File: src/sv/wrpm_pkg.sv
// ----------------------------------------------------------------------------
// wrpm_pkg
// Shared types and constants of the windowed RMS/peak level meter.
// ----------------------------------------------------------------------------
package wrpm_pkg;

  localparam int MaxWindow = 2048;
  localparam int SumW      = 42;   // sum of squares
  localparam int CntW      = 12;   // sample count and window length
  localparam int SmpW      = 16;   // PCM sample
  localparam int LvlW      = 16;   // level, 1/256 dB
  localparam int ExpW      = 6;    // log2 integer part
  localparam int FracW     = 16;   // log2 fraction bits
  localparam int ManW      = 31;   // normalised mantissa
  localparam int LW        = 24;   // log2 difference, signed Q.16
  localparam int ScW       = 28;   // scale factor, signed
  localparam int ProdW     = 52;   // product of log and scale
  localparam int RndW      = 20;   // rounded level before clamping

  localparam logic signed [ScW-1:0] ScaleRms  = 28'sd50504453;
  localparam logic signed [ScW-1:0] ScalePeak = 28'sd101008905;
  localparam logic signed [LW-1:0]  RmsOffset  = 24'sd1966080;  // 30 * 2^16
  localparam logic signed [LW-1:0]  PeakOffset = 24'sd983040;   // 15 * 2^16

  localparam logic CfgWindowLength = 1'b0;
  localparam logic CfgLevelFloor   = 1'b1;

  typedef enum logic [1:0] {
    KIND_SAMPLE = 2'd0,
    KIND_ABORT  = 2'd1,
    KIND_CLOSE  = 2'd2
  } kind_e;

  typedef enum logic [2:0] {
    S_IDLE,
    S_START,
    S_NORM,
    S_SQR,
    S_ACC,
    S_MUL,
    S_RND,
    S_OUT
  } state_e;

  typedef enum logic [1:0] {
    PH_SS,
    PH_CNT,
    PH_PK
  } phase_e;

  typedef struct packed {
    logic   acc_sample;
    logic   set_blank;
    logic   set_start;
    logic   log_load;
    phase_e log_src;
    logic   norm_step;
    logic   sqr_init;
    logic   sqr_step;
    logic   l_load;
    logic   l_sub;
    logic   l_peak;
    logic   mul_en;
    logic   mul_peak;
    logic   rnd_rms;
    logic   rnd_peak;
    logic   out_load;
  } cmd_t;

  typedef struct packed {
    logic norm_top;
    logic sqr_last;
    logic ss_zero;
    logic pk_zero;
    logic win_full;
    logic cnt_zero;
    logic out_free;
  } sts_t;

endpackage

File: src/sv/windowed_rms_peak_level_meter.sv
// ----------------------------------------------------------------------------
// windowed_rms_peak_level_meter
// RMS and peak level meter over a sample window, levels in 1/256 dBFS.
// ----------------------------------------------------------------------------
// Samples and ignored items are taken one per cycle. A window close
// (full window or close item) runs the level maths on one shared log2 unit:
// per logarithm up to 41 one-bit normalising shifts plus 16 squaring steps,
// three logarithms (sum, count, peak) plus scaling and rounding; a close
// holds the input until its result is loaded. An abort or a close of an
// empty window skips the maths. The finished result sits in an output register
// and the next window is accepted while it waits to be taken; a further close
// waits for that register to drain.
module windowed_rms_peak_level_meter (
  input  logic                            clk_i,
  input  logic                            rst_ni,
  input  logic                            cfg_valid_i,
  output logic                            cfg_ready_o,
  input  logic                            cfg_index_i,
  input  logic [wrpm_pkg::LvlW-1:0]       cfg_data_i,
  input  logic                            in_valid_i,
  output logic                            in_stall_o,
  input  logic [1:0]                      kind_i,
  input  logic signed [wrpm_pkg::SmpW-1:0] sample_i,
  output logic                            out_valid_o,
  input  logic                            out_stall_i,
  output logic signed [wrpm_pkg::LvlW-1:0] rms_level_o,
  output logic signed [wrpm_pkg::LvlW-1:0] peak_level_o,
  output logic                            level_valid_o,
  output logic [wrpm_pkg::CntW-1:0]       samples_used_o
);
  import wrpm_pkg::*;

  cmd_t cmd;
  sts_t sts;

  assign cfg_ready_o = 1'b1;

  wrpm_ctrl u_ctrl (
    .clk_i      (clk_i),
    .rst_ni     (rst_ni),
    .in_valid_i (in_valid_i),
    .kind_i     (kind_i),
    .in_stall_o (in_stall_o),
    .sts_i      (sts),
    .cmd_o      (cmd)
  );

  wrpm_dp u_dp (
    .clk_i          (clk_i),
    .rst_ni         (rst_ni),
    .cfg_valid_i    (cfg_valid_i),
    .cfg_index_i    (cfg_index_i),
    .cfg_data_i     (cfg_data_i),
    .sample_i       (sample_i),
    .cmd_i          (cmd),
    .sts_o          (sts),
    .out_stall_i    (out_stall_i),
    .out_valid_o    (out_valid_o),
    .rms_level_o    (rms_level_o),
    .peak_level_o   (peak_level_o),
    .level_valid_o  (level_valid_o),
    .samples_used_o (samples_used_o)
  );

endmodule

File: src/sv/wrpm_ctrl.sv
// ----------------------------------------------------------------------------
// wrpm_ctrl
// Sequencer: accepts items and steps the datapath through the level maths.
// ----------------------------------------------------------------------------
module wrpm_ctrl (
  input  logic                clk_i,
  input  logic                rst_ni,
  input  logic                in_valid_i,
  input  logic [1:0]          kind_i,
  output logic                in_stall_o,
  input  wrpm_pkg::sts_t      sts_i,
  output wrpm_pkg::cmd_t      cmd_o
);
  import wrpm_pkg::*;

  state_e state_q, state_d;
  phase_e phase_q, phase_d;

  always_ff @(posedge clk_i or negedge rst_ni) begin
    if (!rst_ni) begin
      state_q <= S_IDLE;
      phase_q <= PH_SS;
    end else begin
      state_q <= state_d;
      phase_q <= phase_d;
    end
  end

  assign in_stall_o = (state_q != S_IDLE);

  // next state
  always_comb begin
    state_d = state_q;
    phase_d = phase_q;
    case (state_q)
      S_IDLE: begin
        if (in_valid_i) begin
          case (kind_i)
            KIND_SAMPLE: if (sts_i.win_full) state_d = S_START;
            KIND_ABORT:  state_d = S_OUT;
            KIND_CLOSE:  state_d = sts_i.cnt_zero ? S_OUT : S_START;
            default:     state_d = S_IDLE;
          endcase
        end
      end
      S_START: begin
        if (!sts_i.ss_zero) begin
          phase_d = PH_SS;
          state_d = S_NORM;
        end else if (!sts_i.pk_zero) begin
          phase_d = PH_PK;
          state_d = S_NORM;
        end else begin
          state_d = S_OUT;
        end
      end
      S_NORM: if (sts_i.norm_top) state_d = S_SQR;
      S_SQR:  if (sts_i.sqr_last) state_d = S_ACC;
      S_ACC: begin
        if (phase_q == PH_SS) begin
          phase_d = PH_CNT;
          state_d = S_NORM;
        end else begin
          state_d = S_MUL;
        end
      end
      S_MUL: state_d = S_RND;
      S_RND: begin
        if (phase_q == PH_CNT && !sts_i.pk_zero) begin
          phase_d = PH_PK;
          state_d = S_NORM;
        end else begin
          state_d = S_OUT;
        end
      end
      S_OUT:   if (sts_i.out_free) state_d = S_IDLE;
      default: state_d = S_IDLE;
    endcase
  end

  // commands
  always_comb begin
    cmd_o = '0;
    cmd_o.log_src = PH_SS;
    case (state_q)
      S_IDLE: begin
        if (in_valid_i) begin
          case (kind_i)
            KIND_SAMPLE: cmd_o.acc_sample = 1'b1;
            KIND_ABORT:  cmd_o.set_blank  = 1'b1;
            KIND_CLOSE:  cmd_o.set_blank  = sts_i.cnt_zero;
            default:     cmd_o.set_blank  = 1'b0;
          endcase
        end
      end
      S_START: begin
        cmd_o.set_start = 1'b1;
        cmd_o.log_load  = !sts_i.ss_zero || !sts_i.pk_zero;
        cmd_o.log_src   = !sts_i.ss_zero ? PH_SS : PH_PK;
      end
      S_NORM: begin
        cmd_o.norm_step = !sts_i.norm_top;
        cmd_o.sqr_init  = sts_i.norm_top;
      end
      S_SQR: cmd_o.sqr_step = 1'b1;
      S_ACC: begin
        case (phase_q)
          PH_SS: begin
            cmd_o.l_load   = 1'b1;
            cmd_o.log_load = 1'b1;
            cmd_o.log_src  = PH_CNT;
          end
          PH_CNT:  cmd_o.l_sub  = 1'b1;
          PH_PK:   cmd_o.l_peak = 1'b1;
          default: cmd_o.l_sub  = 1'b0;
        endcase
      end
      S_MUL: begin
        cmd_o.mul_en   = 1'b1;
        cmd_o.mul_peak = (phase_q == PH_PK);
      end
      S_RND: begin
        if (phase_q == PH_PK) begin
          cmd_o.rnd_peak = 1'b1;
        end else begin
          cmd_o.rnd_rms  = 1'b1;
          cmd_o.log_load = !sts_i.pk_zero;
          cmd_o.log_src  = PH_PK;
        end
      end
      S_OUT:   cmd_o.out_load = sts_i.out_free;
      default: cmd_o.out_load = 1'b0;
    endcase
  end

endmodule

File: src/sv/wrpm_dp.sv
// ----------------------------------------------------------------------------
// wrpm_dp
// Datapath: window accumulators, shared log2 unit, scaling, output register.
// ----------------------------------------------------------------------------
module wrpm_dp (
  input  logic                            clk_i,
  input  logic                            rst_ni,
  input  logic                            cfg_valid_i,
  input  logic                            cfg_index_i,
  input  logic [wrpm_pkg::LvlW-1:0]       cfg_data_i,
  input  logic signed [wrpm_pkg::SmpW-1:0] sample_i,
  input  wrpm_pkg::cmd_t                  cmd_i,
  output wrpm_pkg::sts_t                  sts_o,
  input  logic                            out_stall_i,
  output logic                            out_valid_o,
  output logic signed [wrpm_pkg::LvlW-1:0] rms_level_o,
  output logic signed [wrpm_pkg::LvlW-1:0] peak_level_o,
  output logic                            level_valid_o,
  output logic [wrpm_pkg::CntW-1:0]       samples_used_o
);
  import wrpm_pkg::*;

  logic [CntW-1:0]        wl_q;
  logic signed [LvlW-1:0] floor_q;
  logic [SumW-1:0]        ss_q;
  logic [SmpW-1:0]        pk_q;
  logic [CntW-1:0]        cnt_q;
  logic [SumW-1:0]        x_q;
  logic [ExpW-1:0]        e_q;
  logic [ManW-1:0]        m_q;
  logic [FracW-1:0]       frac_q;
  logic [3:0]             it_q;
  logic signed [LW-1:0]   l_q;
  logic signed [ProdW-1:0] prod_q;
  logic signed [LvlW-1:0] rms_q, peak_q;
  logic                   lv_q;
  logic [CntW-1:0]        used_q;
  logic                   out_valid_q;

  logic [SmpW-1:0]        mag;
  logic [CntW-1:0]        eff;
  logic [CntW:0]          cnt_inc;
  logic [SumW-1:0]        log_src;
  logic [2*ManW-1:0]      sq;
  logic [ManW:0]          sq_top;
  logic signed [LW-1:0]   logr;
  logic signed [ScW-1:0]  scale;
  logic signed [ProdW-1:0] rq;
  logic signed [RndW-1:0] rw;
  logic signed [LvlW-1:0] lvl;

  assign mag     = sample_i[SmpW-1] ? SmpW'(-sample_i) : sample_i;
  assign eff     = (wl_q == '0) ? CntW'(1) :
                   (wl_q > CntW'(MaxWindow)) ? CntW'(MaxWindow) : wl_q;
  assign cnt_inc = {1'b0, cnt_q} + (CntW+1)'(1);

  always_comb begin
    case (cmd_i.log_src)
      PH_SS:   log_src = ss_q;
      PH_CNT:  log_src = SumW'(cnt_q);
      PH_PK:   log_src = SumW'(pk_q);
      default: log_src = ss_q;
    endcase
  end

  assign sq     = m_q * m_q;
  assign sq_top = sq[2*ManW-1:ManW-1];     // (m*m) >> 30
  assign logr   = $signed(LW'({e_q, frac_q}));
  assign scale  = cmd_i.mul_peak ? ScalePeak : ScaleRms;

  // nearest, halves upward
  assign rq = prod_q + (ProdW'(1) <<< 31);
  assign rw = rq[ProdW-1:32];

  always_comb begin
    if (rw < RndW'(floor_q)) begin
      lvl = floor_q;
    end else if (rw > RndW'(0)) begin
      lvl = '0;
    end else begin
      lvl = rw[LvlW-1:0];
    end
  end

  always_ff @(posedge clk_i or negedge rst_ni) begin
    if (!rst_ni) begin
      wl_q        <= CntW'(1600);
      floor_q     <= -16'sd20480;
      ss_q        <= '0;
      pk_q        <= '0;
      cnt_q       <= '0;
      out_valid_q <= 1'b0;
    end else begin
      if (cfg_valid_i) begin
        case (cfg_index_i)
          CfgWindowLength: wl_q    <= cfg_data_i[CntW-1:0];
          CfgLevelFloor:   floor_q <= cfg_data_i;
          default:         wl_q    <= wl_q;
        endcase
      end
      if (cmd_i.acc_sample) begin
        if (mag > pk_q) pk_q <= mag;
        ss_q  <= ss_q + SumW'(mag * mag);
        cnt_q <= cnt_inc[CntW-1:0];
      end
      if (cmd_i.out_load) begin
        ss_q  <= '0;
        pk_q  <= '0;
        cnt_q <= '0;
      end
      if (cmd_i.out_load) begin
        out_valid_q <= 1'b1;
      end else if (!out_stall_i) begin
        out_valid_q <= 1'b0;
      end
    end
  end

  always_ff @(posedge clk_i) begin
    if (cmd_i.log_load) begin
      x_q <= log_src;
      e_q <= ExpW'(SumW-1);
    end else if (cmd_i.norm_step) begin
      x_q <= x_q << 1;
      e_q <= e_q - ExpW'(1);
    end
    if (cmd_i.sqr_init) begin
      m_q    <= x_q[SumW-1 -: ManW];
      frac_q <= '0;
      it_q   <= '0;
    end else if (cmd_i.sqr_step) begin
      it_q   <= it_q + 4'd1;
      frac_q <= {frac_q[FracW-2:0], sq_top[ManW]};
      m_q    <= sq_top[ManW] ? sq_top[ManW:1] : sq_top[ManW-1:0];
    end
    if (cmd_i.l_load) begin
      l_q <= logr;
    end else if (cmd_i.l_sub) begin
      l_q <= l_q - logr - RmsOffset;
    end else if (cmd_i.l_peak) begin
      l_q <= logr - PeakOffset;
    end
    if (cmd_i.mul_en) begin
      prod_q <= ProdW'(l_q) * ProdW'(scale);
    end
    if (cmd_i.set_blank) begin
      rms_q  <= floor_q;
      peak_q <= floor_q;
      lv_q   <= 1'b0;
      used_q <= '0;
    end else if (cmd_i.set_start) begin
      rms_q  <= floor_q;
      peak_q <= floor_q;
      lv_q   <= 1'b1;
      used_q <= cnt_q;
    end
    if (cmd_i.rnd_rms)  rms_q  <= lvl;
    if (cmd_i.rnd_peak) peak_q <= lvl;
    if (cmd_i.out_load) begin
      rms_level_o    <= rms_q;
      peak_level_o   <= peak_q;
      level_valid_o  <= lv_q;
      samples_used_o <= used_q;
    end
  end

  assign out_valid_o     = out_valid_q;
  assign sts_o.norm_top  = x_q[SumW-1];
  assign sts_o.sqr_last  = (it_q == 4'd15);
  assign sts_o.ss_zero   = (ss_q == '0);
  assign sts_o.pk_zero   = (pk_q == '0);
  assign sts_o.win_full  = (cnt_inc >= {1'b0, eff});
  assign sts_o.cnt_zero  = (cnt_q == '0);
  assign sts_o.out_free  = !out_valid_q || !out_stall_i;

endmodule

File: config.mk
export PLATFORM = sky130hd
export DESIGN_NAME = windowed_rms_peak_level_meter
export DESIGN_NICKNAME = d
export VERILOG_FILES = /design/src/sv/wrpm_pkg.sv /design/src/sv/windowed_rms_peak_level_meter.sv /design/src/sv/wrpm_ctrl.sv /design/src/sv/wrpm_dp.sv
export SDC_FILE = /design/constraint.sdc
export NUM_CORES = 2
export LEC_CHECK = 0
export BUFFER_PORTS_ARGS = -buffer_cell sky130_fd_sc_hd__buf_2
export CAP_MARGIN = 5
export CELL_PAD_IN_SITES_DETAIL_PLACEMENT = 0
export CELL_PAD_IN_SITES_GLOBAL_PLACEMENT = 1
export CORE_MARGIN = 1
export CORE_UTILIZATION = 42
export CTS_BUF_LIST = sky130_fd_sc_hd__clkbuf_8
export DETAILED_ROUTE_END_ITERATION = 8
export GPL_TIMING_DRIVEN = 0
export PLACE_DENSITY_LB_ADDON = 0.1
export SKIP_LAST_GASP = 1
export SYNTH_ARGS = -nofsm -noshare
export SYNTH_HDL_FRONTEND = slang
export SYNTH_SLANG_ARGS = --single-unit
export TNS_END_PERCENT = 1
File: constraint.sdc
create_clock -name clk_i -period 9.75 [get_ports clk_i]
set_input_delay 0.975 -clock clk_i [delete_from_list [all_inputs] [get_ports clk_i]]
set_output_delay 0.975 -clock clk_i [all_outputs]
set_load 0.02 [all_outputs]
After elaboration in Yosys (flattened, before gate mapping)
Cells that the tools add are included.

Bits of input ports: 40. Output and inout port bits: 48. Bits in registers: 369. Word-level logic and storage cells: 159.

Add/subtract/negate cells: 9. Bitwise logic cells: 1. Order comparisons: 5. Muxes and demuxes: 64. Multiply operators: 3. Reductions and logical operators: 30. Equality and inequality tests: 23.

Operators with widths (count): 2-to-1 mux 42 bit (4); 2-to-1 mux 16 bit (10); 2-to-1 mux 31 bit (3); case mux 42 bit (2 select lines) (1); multiplier 31 x 31 -> 62 bit (1); adder 52 x 33 -> 52 bit (second input constant) (1); multiplier 24 x 28 -> 52 bit (1); 2-to-1 mux 12 bit (4); 2-to-1 mux 24 bit (2); adder 42 x 32 -> 42 bit (1); zero test 42 bit (1); 2-to-1 mux 3 bit (13); multiplier 16 x 16 -> 32 bit (1); 2-to-1 mux 27 bit (1); zero test 12 bit (2); case mux 3 bit (8 select lines) (1); subtractor 24 x 22 -> 24 bit (second input constant) (1); subtractor 24 x 23 -> 24 bit (1); subtractor 22 x 20 -> 23 bit (second input constant) (1); 2-to-1 mux 22 bit (1); > comparator 20 x 1 -> 1 bit (second input constant) (1); < comparator 20 x 16 -> 1 bit (1); 2-to-1 mux 2 bit (10); case mux 3 bit (3 select lines) (2); 31 further kinds (70).

Longest topological paths before layout
Depth in word-level cells: 8. Gate-level depth with buffers: 35. Gate-level depth less buffers: 33.

Hierarchy
Synthesis repeated with hierarchy kept, for this count alone.

Cells, all modules: 6609. Area, all modules: 63367.0 sq um.

By module, submodules not included: wrpm_dp (instances 1, cells each 6531, seq. area each 9101.2 sq um, area each 62772.7 sq um); wrpm_ctrl (instances 1, cells each 76, seq. area each 125.1 sq um, area each 583.1 sq um); windowed_rms_peak_level_meter (instances 1, cells each 2, seq. area each 0.0 sq um, area each 11.3 sq um).

Least setup slack after synthesis
Ideal clock, no wire load.

Kind: input to register. Start point: input sample_i[6] (netlist bit). End point: register u_dp.ss_q[39]. Path slack: 1387 ps. Stages on the path: 28. Setup time: 201 ps. Arrival: 8162 ps. Buffers on the path: 1. Data required time: 9549 ps. Cells stage by stage: or4_1 nor4_2 nand2b_1 or2_2 o21ai_1 xor2_1 inv_1 buf_2 nand2_1 fa_1 fa_1 fa_1 inv_1 fa_1 fa_1 inv_1 fa_1 inv_1 ha_1 o21a_1 o22ai_1 nor2_1 a311oi_1 or4_1 a311oi_2 o211ai_1 xor2_1 nor2_1.

Longest elaborated chain between the ends: 6.

RTL lines: from (decl) (RTL line windowed_rms_peak_level_meter.sv:23) `input logic signed [wrpm_pkg::SmpW-1:0] sample_i,`; negation 16 bit (RTL line wrpm_dp.sv:52) `assign mag = sample_i[SmpW-1] ? SmpW'(-sample_i) : sample_i;`; 2-to-1 mux 16 bit (*) (RTL line wrpm_dp.sv:52); multiplier 16 x 16 -> 32 bit (*) (RTL line wrpm_dp.sv:103) `ss_q <= ss_q + SumW'(mag * mag);`; adder 42 x 32 -> 42 bit (*) (RTL line wrpm_dp.sv:103); 2-to-1 mux 42 bit (*) (RTL line wrpm_dp.sv:101) `if (cmd_i.acc_sample) begin`; 2-to-1 mux 42 bit (*) (RTL line wrpm_dp.sv:106) `if (cmd_i.out_load) begin`; to (signal assigned) (RTL line wrpm_dp.sv:103); to (decl) (RTL line wrpm_dp.sv:25) `logic [SumW-1:0] ss_q;`.

Mark *: on every way between the ends. The rest lies on a longest branch, timed or not. The select of a mux whose other input is x is not followed. A chain may end at the register's enable or synchronous reset.

Final worst setup path
Start point: register u_dp.m_q[6]. End point: register u_dp.m_q[26] (data pin).

Longest elaborated chain between the ends: 4.

RTL lines: from (decl) (RTL line wrpm_dp.sv:30) `logic [ManW-1:0] m_q;`; from (signal assigned) (RTL line wrpm_dp.sv:128) `m_q <= x_q[SumW-1 -: ManW];`; from (signal assigned) (RTL line wrpm_dp.sv:134) `m_q <= sq_top[ManW] ? sq_top[ManW:1] : sq_top[ManW-1:0];`; multiplier 31 x 31 -> 62 bit (RTL line wrpm_dp.sv:66) `assign sq = m_q * m_q;`; 2-to-1 mux 31 bit (RTL line wrpm_dp.sv:134); 2-to-1 mux 31 bit (RTL line wrpm_dp.sv:131) `end else if (cmd_i.sqr_step) begin`; 2-to-1 mux 31 bit (RTL line wrpm_dp.sv:127) `if (cmd_i.sqr_init) begin`.

Every way passes these cells. The select of a mux whose other input is x is not followed.

==> flow_metrics.env <==
export IMPL_critical_path_slowest_cell="edfxtp_1"
export IMPL_worstMarginPinSlew_ps=1300
export IMPL_grt_pass1_wl_mm=293
export IMPL_dieWidth_um=389
export IMPL_hold_buffers=0
export IMPL_synth_warnings=0
export IMPL_dpl_hpwl_mm=159
export IMPL_first_global_vias=48389
export IMPL_grt_max_degree=85
export IMPL_wl_mm=188
export IMPL_hp_class="in2async"
export IMPL_syn_avg_cell_area_um2=9.55
export IMPL_max_freq_mhz=102
export IMPL_finClkSkew_ps=48.2
export IMPL_dp_slack_ps=-1250
export IMPL_worst_path_largest_cell_delay_ps=860
export IMPL_vias_per_cell=5.05
export IMPL_hold_violations=0
export IMPL_violations="setup timing"
export IMPL_drt_initial_drc_count=2357
export IMPL_nFillCells=14701
export IMPL_synth_top_family_by_area="adder cells"
export IMPL_ff_latch_area_mm2=0.00923
export IMPL_clkLatencyLatePin_ps=690
export IMPL_rsz0062_at_grt="true"
export IMPL_finalCriticalPeriod_ps=9760
export IMPL_vias=44231
export IMPL_yosysTopAreaCell="fa_1"
export IMPL_setup_viol=2
export IMPL_drive_gt1_frac=0.0613
export IMPL_track_usage=0.257
export IMPL_cts_path_max_buffers=3
export IMPL_yosysSeqAreaShare=0.147
export IMPL_cp_required_ps=10070
export IMPL_critical_path_max_fanout=10
export IMPL_start_util=0.424
export IMPL_grt_overflow_total=0
export IMPL_cts_sinks=338
export IMPL_remaining_drc_errors=0
export IMPL_ys_types=97
export IMPL_htreeDepth=3
export IMPL_synth_top_flop_cell="edfxtp_1"
export IMPL_synth_xor_area_share=0.0225
export IMPL_cts_tree="done"
export IMPL_die_height_um=389
export IMPL_io_pins=88
export IMPL_setup_ws_ps=-12.3
export IMPL_cap_violations=0
export IMPL_portBuffers=86
export IMPL_cp_end_kind="register"
export IMPL_synth_compound_area_share=0.0671
export IMPL_nets=8751
export IMPL_cpMostUsedCell="fa_1"
export IMPL_synth_top_cell_area_share=0.374
export IMPL_multiInputGateArea_mm2=0.0464
export IMPL_synth_seq_cells=338
export IMPL_core_region_area_mm2=0.148
export IMPL_area_growth_pct=7.57
export IMPL_crit_arrival_ps=10080
export IMPL_slew_violations=0
export IMPL_globalplace_congestion=0.925
export IMPL_synth_adder_area_share=0.525
export IMPL_wl_per_cell_um=21.5
export IMPL_dr_pass1_iters=5
export IMPL_path_clk_slew_ps=60
export IMPL_outcome="finished, violations left"
export IMPL_synthCells=6577
export IMPL_dieArea_mm2=0.151
export IMPL_crit_path_start_kind="register"
export IMPL_synth_edf_count=193
export IMPL_ctsRootBufferMaster="clkbuf_8"
export IMPL_cts_made_buffers=66
export IMPL_drtAntennaViolNets=0
export IMPL_maxSlewHeadroom=0.130
export IMPL_synth_mux_area_fraction=0.0119
export IMPL_netlist_area_mm2=0.0628
export IMPL_synth_area_top_cells="fa_1 (37%), ha_1 (15%), inv_1 (10%)"
export IMPL_async_reset_ff_frac=0.308
export IMPL_synth_simple_area_share=0.109
export IMPL_row_count=141
export IMPL_worstSetupPathType="reg2reg"
export IMPL_finalCritPeriodShare=1.00
export IMPL_antenna_found_initial=6
-- Yosys cell counts, drive strengths merged (24+ instances only) --
master / n
or2: 31
and2: 184
clkbuf: 185
nor4: 25
nand3: 97
nand2: 668
nor2b: 27
buf: 27
edfxtp: 193
o21a: 28
a21oi: 174
a21o: 84
inv: 1741
dfrtp: 98
o21ai: 147
nor2: 264
mux2: 60
a211oi: 25
fa: 1172
and3: 33
ha: 759
nand2b: 24
xor2: 71
nand4: 35
dfxtp: 41
xnor2: 90
nor3: 53
-- flip-flops by register name (all words and copies together), names as in the netlist, 16 cells and up --
| register | flops |
|---|---|
| u_dp.prod_q | 21 |
| u_dp.pk_q | 16 |
| u_dp.floor_q | 16 |
| u_dp.frac_q | 16 |
| u_dp.rms_level_o | 16 |
| u_dp.l_q | 24 |
| u_dp.x_q | 42 |
| u_dp.rms_q | 16 |
| u_dp.peak_q | 16 |
| u_dp.ss_q | 42 |
| u_dp.peak_level_o | 16 |
| u_dp.m_q | 31 |
-- path summary, 6_finish.rpt --
| check | cells past startpoint | to | slack [ps] | start |
|---|---|---|---|---|
| max | 28 | u_dp.m_q[26] | -10 | u_dp.m_q[6] |
| min | 1 | u_dp.ss_q[27] | 190 | rst_ni |
| max reg2reg | 28 | u_dp.m_q[26] | -10 | u_dp.m_q[6] |
| min reg2reg | 0 | u_dp.peak_level_o[1] | 410 | u_dp.peak_q[1] |
| max in group asynchronous | 2 | u_dp.floor_q[15] | 8800 | rst_ni |
| min in group clk_i | 0 | u_dp.peak_level_o[1] | 410 | u_dp.peak_q[1] |
-- per-stage QoR --
step | setup TNS, ps | area [µm²] | hold WS [ps] | instances | util
floorplan | 0 | 62900 | 400 | 6615 | -
global placement | -48600 | 65800 | 402 | 8631 | 0.445
detailed placement | -47000 | 66000 | 405 | 8638 | 0.446
CTS | -26.1 | 67400 | 138 | 8759 | 0.456
global route | -964 | 67600 | 161 | 8765 | 0.456
finish | -21.1 | 67600 | 193 | 8766 | 0.456
-- area by class of cell --
cell class	instances	share of cell area
Tap cell	1930	0.0357
Antenna cell	2	0.0000741
Timing Repair Buffer	104	0.00985
Clock buffer	72	0.0147
Sequential cell	338	0.137
Multi-Input combinational cell	4314	0.687
Inverter	1751	0.0974
Clock inverter	50	0.00552
Buffer	205	0.0135
-- worst max-delay path, delay by kind of cell (launching register included) --
kind                       cells  cell delay (ps)
adders and majority gates      9             4490
buffers and inverters          8             1440
AOI/OAI and AO/OA              5             1350
and+or+nand+nor                6             1230
DFF                            1              860
-- cell usage in the layout, fill, tap and decap left out, types with 16 or more instances in the layout --
master    count
nor4_1       24
conb_1       40
and2_1      183
a211oi_1     24
ha_1        759
inv_1      1762
nand3_1      95
nand2_1     663
a21o_1       83
o21a_1       28
mux2_2       60
xor2_1       67
nor2b_1      27
o21bai_1     19
nand2b_1     22
nand4_1      34
clkbuf_8     72
nor3_1       52
edfxtp_1    193
buf_2        99
clkbuf_2     55
dfrtp_1      98
a22oi_1      16
nor2_1      262
xnor2_1      87
or2_2        30
fa_1       1172
o211ai_1     21
a21oi_1     170
clkbuf_1    116
dfxtp_1      41
and3_1       32
a221o_1      16
o21ai_0     144
-- metal layers --
metal / routed length (µm) / track usage
met1: 84700 / 0.352
met2: 90600 / 0.433
met3: 7430 / 0.0237
met4: 5580 / 0.0727
met5: 12 / 0
-- logic make-up (layout without fill, tap and decap cells) --
family,count (synthesis),after routing
compound gates,637,637
flops,338,338
other cells,2,42
simple gates,1478,1478
mux,67,67
fa+ha+maj,1931,1931
xor+xnor,161,161
buf+inv,1963,2182
-- what timing repair did --
item | CTS | global route
setup buffers | 4 | 7
gates resized for setup | 59 | 40
setup endpoints to repair | 43 | 45
pin swaps | 1 | 0
Power is not shown: default switching activity piles up to over one toggle a cycle in this logic, so the estimate is an artifact.
